### src/sv/ixpe_pkg.sv
// Shared types, codes and pixel conversion for the palette expander.
package ixpe_pkg;

  localparam int unsigned ROW_ENTRIES = 16;

  // Request function codes
  localparam logic FUNC_LOAD  = 1'b0;
  localparam logic FUNC_PIXEL = 1'b1;

  // Pixel mode register codes
  localparam logic [1:0] MODE_RGB555 = 2'd0;
  localparam logic [1:0] MODE_RAW4   = 2'd1;
  localparam logic [1:0] MODE_PAL4   = 2'd2;

  // Configuration register indexes
  localparam logic CFG_PIXEL_MODE  = 1'b0;
  localparam logic CFG_PALETTE_ROW = 1'b1;

  typedef enum logic [1:0] {
    KIND_DIRECT,
    KIND_RAW,
    KIND_PALETTE
  } kind_e;

  // One pixel on its way from the sequencer to the output stage
  typedef struct packed {
    kind_e       kind;
    logic [15:0] value;  // RGB555 word, or raw nibble in bits 3:0
    logic        zero;   // palette row out of range: reads as zero
    logic        last;
    logic        done;
  } pix_t;

  typedef struct packed {
    logic [7:0] red;
    logic [7:0] green;
    logic [7:0] blue;
    logic [7:0] alpha;
  } rgba_t;

  function automatic rgba_t rgb555_to_rgba(logic [15:0] v);
    rgba_t c;
    c.red   = {v[4:0], 3'b000};
    c.green = {v[9:5], 3'b000};
    c.blue  = {v[14:10], 3'b000};
    c.alpha = (v == 16'h0000) ? 8'h00 : 8'hFF;
    return c;
  endfunction

  function automatic rgba_t raw_to_rgba(logic [3:0] n);
    rgba_t c;
    c.red   = {4'h0, n};
    c.green = {4'h0, n};
    c.blue  = {4'h0, n};
    c.alpha = {4'h0, n};
    return c;
  endfunction

endpackage

### src/sv/ixpe_sequencer.sv
// Request register and sequencer: splits requests into memory ops and pixels.
module ixpe_sequencer #(
  parameter int unsigned PALETTE_ROWS = 128,
  parameter int unsigned DEPTH        = 2048,
  parameter int unsigned AW           = 11
) (
  input  logic             clk_i,
  input  logic             rst_ni,
  input  logic             in_valid_i,
  output logic             in_ready_o,
  input  logic             func_i,
  input  logic [15:0]      data_word_i,
  input  logic [10:0]      entry_address_i,
  input  logic             end_of_image_i,
  input  logic [1:0]       mode_i,
  input  logic [6:0]       row_i,
  input  logic             pix_ready_i,
  output logic             pix_valid_o,
  output ixpe_pkg::pix_t   pix_o,
  output logic             mem_we_o,
  output logic             mem_re_o,
  output logic [AW-1:0]    mem_addr_o,
  output logic [15:0]      mem_wdata_o
);
  import ixpe_pkg::*;

  logic        valid_q;
  logic        phase_q;
  logic        func_q;
  logic [15:0] word_q;
  logic [10:0] addr_q;
  logic        eoi_q;

  logic        accept;
  logic        pix_req;
  logic        last;
  logic        fire;
  logic        row_ok;
  logic        addr_ok;
  logic [3:0]  nib;
  logic [11:0] rd_full;
  logic [11:0] wr_full;
  kind_e       kind;

  assign nib     = phase_q ? word_q[7:4] : word_q[3:0];
  assign row_ok  = {2'b00, row_i} < 9'(PALETTE_ROWS);
  assign addr_ok = {2'b00, addr_q} < 13'(DEPTH);
  assign rd_full = {1'b0, row_i, nib};
  assign wr_full = {1'b0, addr_q};

  always_comb begin
    pix_req = 1'b0;
    last    = 1'b1;
    kind    = KIND_DIRECT;
    if (func_q == FUNC_PIXEL) begin
      case (mode_i)
        MODE_RGB555: begin
          pix_req = 1'b1;
        end
        MODE_RAW4: begin
          pix_req = 1'b1;
          last    = phase_q;
          kind    = KIND_RAW;
        end
        MODE_PAL4: begin
          pix_req = 1'b1;
          last    = phase_q;
          kind    = KIND_PALETTE;
        end
        default: begin
          pix_req = 1'b0;
        end
      endcase
    end
  end

  // loads and unused-mode pixels retire without touching the pixel path
  assign fire        = valid_q && (!pix_req || pix_ready_i);
  assign in_ready_o  = !valid_q || (fire && last);
  assign accept      = in_valid_i && in_ready_o;
  assign pix_valid_o = valid_q && pix_req && pix_ready_i;

  always_comb begin
    pix_o.kind  = kind;
    pix_o.value = (kind == KIND_RAW) ? {12'h000, nib} : word_q;
    pix_o.zero  = !row_ok;
    pix_o.last  = last;
    pix_o.done  = last && eoi_q;
  end

  assign mem_we_o    = valid_q && (func_q == FUNC_LOAD) && addr_ok;
  assign mem_re_o    = pix_valid_o && (kind == KIND_PALETTE) && row_ok;
  assign mem_addr_o  = mem_we_o ? wr_full[AW-1:0] : rd_full[AW-1:0];
  assign mem_wdata_o = word_q;

  always_ff @(posedge clk_i or negedge rst_ni) begin
    if (!rst_ni) begin
      valid_q <= 1'b0;
      phase_q <= 1'b0;
    end else begin
      if (accept) begin
        valid_q <= 1'b1;
        phase_q <= 1'b0;
      end else if (fire) begin
        valid_q <= !last;
        phase_q <= !last;
      end
    end
  end

  always_ff @(posedge clk_i) begin
    if (accept) begin
      func_q <= func_i;
      word_q <= data_word_i;
      addr_q <= entry_address_i;
      eoi_q  <= end_of_image_i;
    end
  end

endmodule

### config.mk
export PLATFORM = sky130hd
export DESIGN_NAME = ixpe_sequencer
export DESIGN_NICKNAME = d
export VERILOG_FILES = /design/src/sv/ixpe_pkg.sv /design/src/sv/ixpe_sequencer.sv
export SDC_FILE = /design/constraint.sdc
export NUM_CORES = 1
export LEC_CHECK = 0
export ABC_AREA = 1
export BUFFER_PORTS_ARGS = -buffer_cell sky130_fd_sc_hd__buf_4
export CORE_MARGIN = 4
export CORE_UTILIZATION = 42
export DETAILED_ROUTE_END_ITERATION = 8
export PLACE_DENSITY = 0.79
export SYNTH_ARGS = -nofsm -noshare
export SYNTH_HDL_FRONTEND = slang
export SYNTH_SLANG_ARGS = --single-unit
### constraint.sdc
create_clock -name clk_i -period 2.15 [get_ports clk_i]
set_clock_uncertainty 0.1 [all_clocks]
set_input_delay 0.1075 -clock clk_i [delete_from_list [all_inputs] [get_ports clk_i]]
set_output_delay 0.1075 -clock clk_i [all_outputs]
set_load 0.02 [all_outputs]
Word level (Yosys, flattened, before mapping)
Cells that the tools add are included.
Cells by class
  multiplexer cells: 12
  bitwise operators: 1
  reductions and logical operators: 17
  equality and inequality tests: 4
Operators by type and width (number)
  16-bit 2-to-1 mux: 1
  11-bit 2-to-1 mux: 1
  1-bit logical AND: 8
  1-bit 2-to-1 mux: 7
  2-bit by 1-bit equality test with 1-bit output (second input constant): 2
  2-bit equality test (second input constant): 2
  4-bit 2-to-1 mux: 1
  2-bit one-hot mux with 2 select lines: 1
  1-bit zero test: 3
  3-bit OR reduction: 1
  2-bit zero test: 1
  1-bit logical OR: 2
  2-bit 2-to-1 mux: 1
  2-bit nonzero test: 1
  2-bit OR reduction: 1
  1-bit inverter: 1
Storage, ports and cells
  bits of input ports: 42
  register bits after elaboration: 31
  output and inout port bits: 52

Logic depth before layout (Yosys ltp)
  depth in word-level cells: 11
  mapped depth: 9

Worst setup path after synthesis
OpenSTA, ideal clock, no wires.
  kind: register to register
  start: register func_q
  end: register addr_q[0], enable pin
  path buffers: 0
  required time: 1666 ps
  setup time: 384 ps
  cell stages (with the launch flop): 6
  path slack: 159 ps
  arrival time: 1507 ps
  cell sequence: edfxtp_1 > nand3_1 > nand2_1 > nand2_1 > nand2_2 > inv_1
On the way
  longest elaborated chain between the ends: 7
  elaborated cells between the ends (all ways): 8
  those cells by class: mux (2); reduce/logical (6)
Ends and longest elaborated chain
  from (decl): line ixpe_sequencer.sv:29  | logic func_q;
  from (signal assigned): line ixpe_sequencer.sv:113  | func_q <= func_i;
  1-bit 2-to-1 mux: line ixpe_sequencer.sv:55  | if (func_q == FUNC_PIXEL) begin
  1-bit zero test: line ixpe_sequencer.sv:78  | assign fire = valid_q && (!pix_req || pix_ready_i);
  1-bit logical OR: line ixpe_sequencer.sv:78
  1-bit logical AND: line ixpe_sequencer.sv:78
  1-bit logical AND *: line ixpe_sequencer.sv:79  | assign in_ready_o = !valid_q || (fire && last);
  1-bit logical OR *: line ixpe_sequencer.sv:79
  named net in_ready_o: line ixpe_sequencer.sv:10  | output logic in_ready_o,
  1-bit logical AND *: line ixpe_sequencer.sv:80  | assign accept = in_valid_i && in_ready_o;
  named net accept: line ixpe_sequencer.sv:34  | logic accept;
  to (signal assigned): line ixpe_sequencer.sv:115  | addr_q <= entry_address_i;
  to (decl): line ixpe_sequencer.sv:31  | logic [10:0] addr_q;
Mark *: on every way through the listed nets, which the timed path passes. The rest lies on a longest branch.
A chain may end at the register's enable or synchronous reset.

==> metrics.cfg <==
[sta]
post-route-period-util_pct=83.9
tns_ns=0
max_freq_mhz=555
layout_min_cycle_time_ns=1.80
setup_violations=0
drv_slew=0
hold_viol=0
rsz0062_at_grt=no

[global_route]
grt_max_degree=23
antenna_found_initial=0
grtUsageMet1_pct=18.8
use_met3_pct=8.09
gr-usage-all-layers_pct=18.8
gr-total-overflow=0
grtUsageMet2_pct=34.9
grt_pass1_vias=1382
globalRoute.busiestLayer=met2
grt_pass1_wl_um=6110

[logic_synthesis]
ys_seq_area_share_pct=63.1
synth_edf_count=29
synth_top_area_cell=edfxtp_1
dominantRegCellSynth=edfxtp_1
async_flop_share_pct=6.45
synth-seq-cells=31
yosysWarnings=0
synth_area_leaders=edfxtp_1 (60%), nand2_1 (13%), inv_1 (7.2%)
synth_top_area_share_pct=59.7
yosysMostFrequentCell=nand2_1
syn_nets=198
synth_cell_types=18
netlist_instances=153
synth.top_cells.by_count=nand2_1 (49), edfxtp_1 (29), inv_1 (28), nor2_1 (14), o21ai_0 (5)
postSynthAreaPerCell_sq_um=9.54
syn_area_sq_um=1460

[detailed_routing]
ant_nets=0
vias_per_cell=4.29
dr.pass1.iters=4
routedWlPerCell_um=12.0
wirelength_um=3920
drtIter0Drc=39
drcViolationCount=0
num_vias=1406

[floorplan]
die_w_um=66.9
start_util_pct=43.7
rows=21
core_sq_um=3340
fp.dieArea_sq_um=4480
io_pins=94
die_y_um=66.9

[layout]
drive_gt1_share_pct=39.4
syn2layout_area_growth_pct=75.6
nNetsFinal=326
antenna_cells=0
layout.cells.non_filler=328

[pwr]
p_seq_share_pct=48.1
vdd_drop_max_mv=0.441
swShare_pct=30.4
clockPowerShare_pct=20.2
power_w=0.00154
power_density_nw_per_um2=602
internal_power_w=0.00107
p_switching_w=0.000469
p_comb_share_pct=31.7
p_leak_nw=1.31

[clock_tree]
clk_latency_ns=0.31
cts.sinks=31
h-tree-depth=2
path_clk_slew_ns=0.08
cts-root-buf=clkbuf_4
cts_tree=built
cts_made_buffers=5
cts_resized=0
cts.path.max_buffers=2
post-cts-setup-buffers=0
ctsHoldBuffers=32

[placement]
place.gp.congestion=0.724
hpwl_um=2710
dp_cells=288
numPortBuffers=92

[min_path]
hold_class=in -> reg
min-delay-start=pix_ready_i

[worst_setup_path]
critPathMaxFanout=20
crit_type=reg -> out
critPathRequiredTime_ns=1.94
critical_path.startpoint=func_q$_DFFE_PP_
startpoint_type=flop
arrival_ns=1.60
end_kind=output port
r2r-start=phase_q$_DFFE_PN0P_

[outcome]
outcome=finished clean

[job]
cap_violations=0

## metrics by stage
stage | util [%] | worst slack, ns | hold slack [ns] | instance area (sq um)
6_report | 76.8 | 0.347 | 0.143 | 2560
5_1_grt | 76.8 | 0.151 | 0.157 | 2560
4_1_cts | 76.8 | 0.305 | 0.124 | 2560
3_5_place_dp | 65.7 | 0.466 | -0.205 | 2190
3_3_place_gp | 65.7 | 0.498 | -0.207 | 2190
2_1_floorplan | - | 0.159 | -0.288 | 1460
## cells by family after synthesis
family | synth area share, %
flip-flops | 63.1
buffers and inverters | 11.1
AO/OA/AOI/OAI | 2.74
AND/OR/NAND/NOR | 20.2
adder cells (fa/ha/maj) | 2.57
other | 0.257
## layout make-up
class | count | area, sq um
multi-input combinational | 84 | 377
sequential | 31 | 921
tap | 46 | 57.6
clock buffer | 7 | 45.0
clock inverter | 1 | 5.00
inverter | 31 | 116
fill | 240 | 774
timing repair buffer | 128 | 1040
## final timing paths
path	to	depth (start not counted)	slack [ns]
worst max-delay path	pix_o[6]	6	0.35
worst max register to register	mem_wdata_o[8]$_DFFE_PP_	7	0.47
min in group asynchronous	valid_q$_DFFE_PN0P_	3	0.56
worst min-delay path	phase_q$_DFFE_PN0P_	7	0.14
max in group asynchronous	phase_q$_DFFE_PN0P_	3	1.26
worst min register to register	valid_q$_DFFE_PN0P_	2	0.52
## worst max-delay path, cell delays in order, from the launching register on
cell	delay, ns
edfxtp_1	0.49
nand2_2	0.09
nor2_2	0.12
buf_4	0.25
nand2_1	0.07
o21ai_1	0.09
buf_4	0.16
## layout by cell type (no fill, tap or decap)
cell,instances
buf_4,96
nand2_1,49
dlygate4sd3_1,32
edfxtp_1,29
inv_1,28
nor2_1,14
o21ai_0,5
clkbuf_4,5
inv_2,3
nand2_2,3
o21ai_1,3
ha_1,3
nor2_2,2
clkbuf_1,2
dfrtp_1,2
nor2_4,1
nand3_1,1
nand4_1,1
nor3_1,1
conb_1,1
clkinv_2,1
## power groups by stage
stage	Sequential (W)	Clock, W	Combinational (W)
global placement	0.000754	0	0.000437
global route	0.000747	0.000357	0.000530
floorplan	0.000775	0	0.000209
detailed placement	0.000756	0	0.000442
finish	0.000742	0.000312	0.000489
CTS	0.000742	0.000322	0.000490
## layer usage
| layer | share of wire (%) | vias to the layer above | wire length, um |
|---|---|---|---|
| li1 | - | 722 | - |
| met4 | 0.94 | 0 | 37 |
| met3 | 11 | 5 | 419 |
| met5 | 0 | - | 0 |
| met2 | 54 | 65 | 2110 |
| met1 | 35 | 614 | 1350 |
## flip-flops by register name (all words and copies together), names as in the netlist
register / flops
phase_q: 1
valid_q: 1
func_q: 1
eoi_q: 1
mem_wdata_o: 16
addr_q: 11
(Power assumes the default switching activity.)
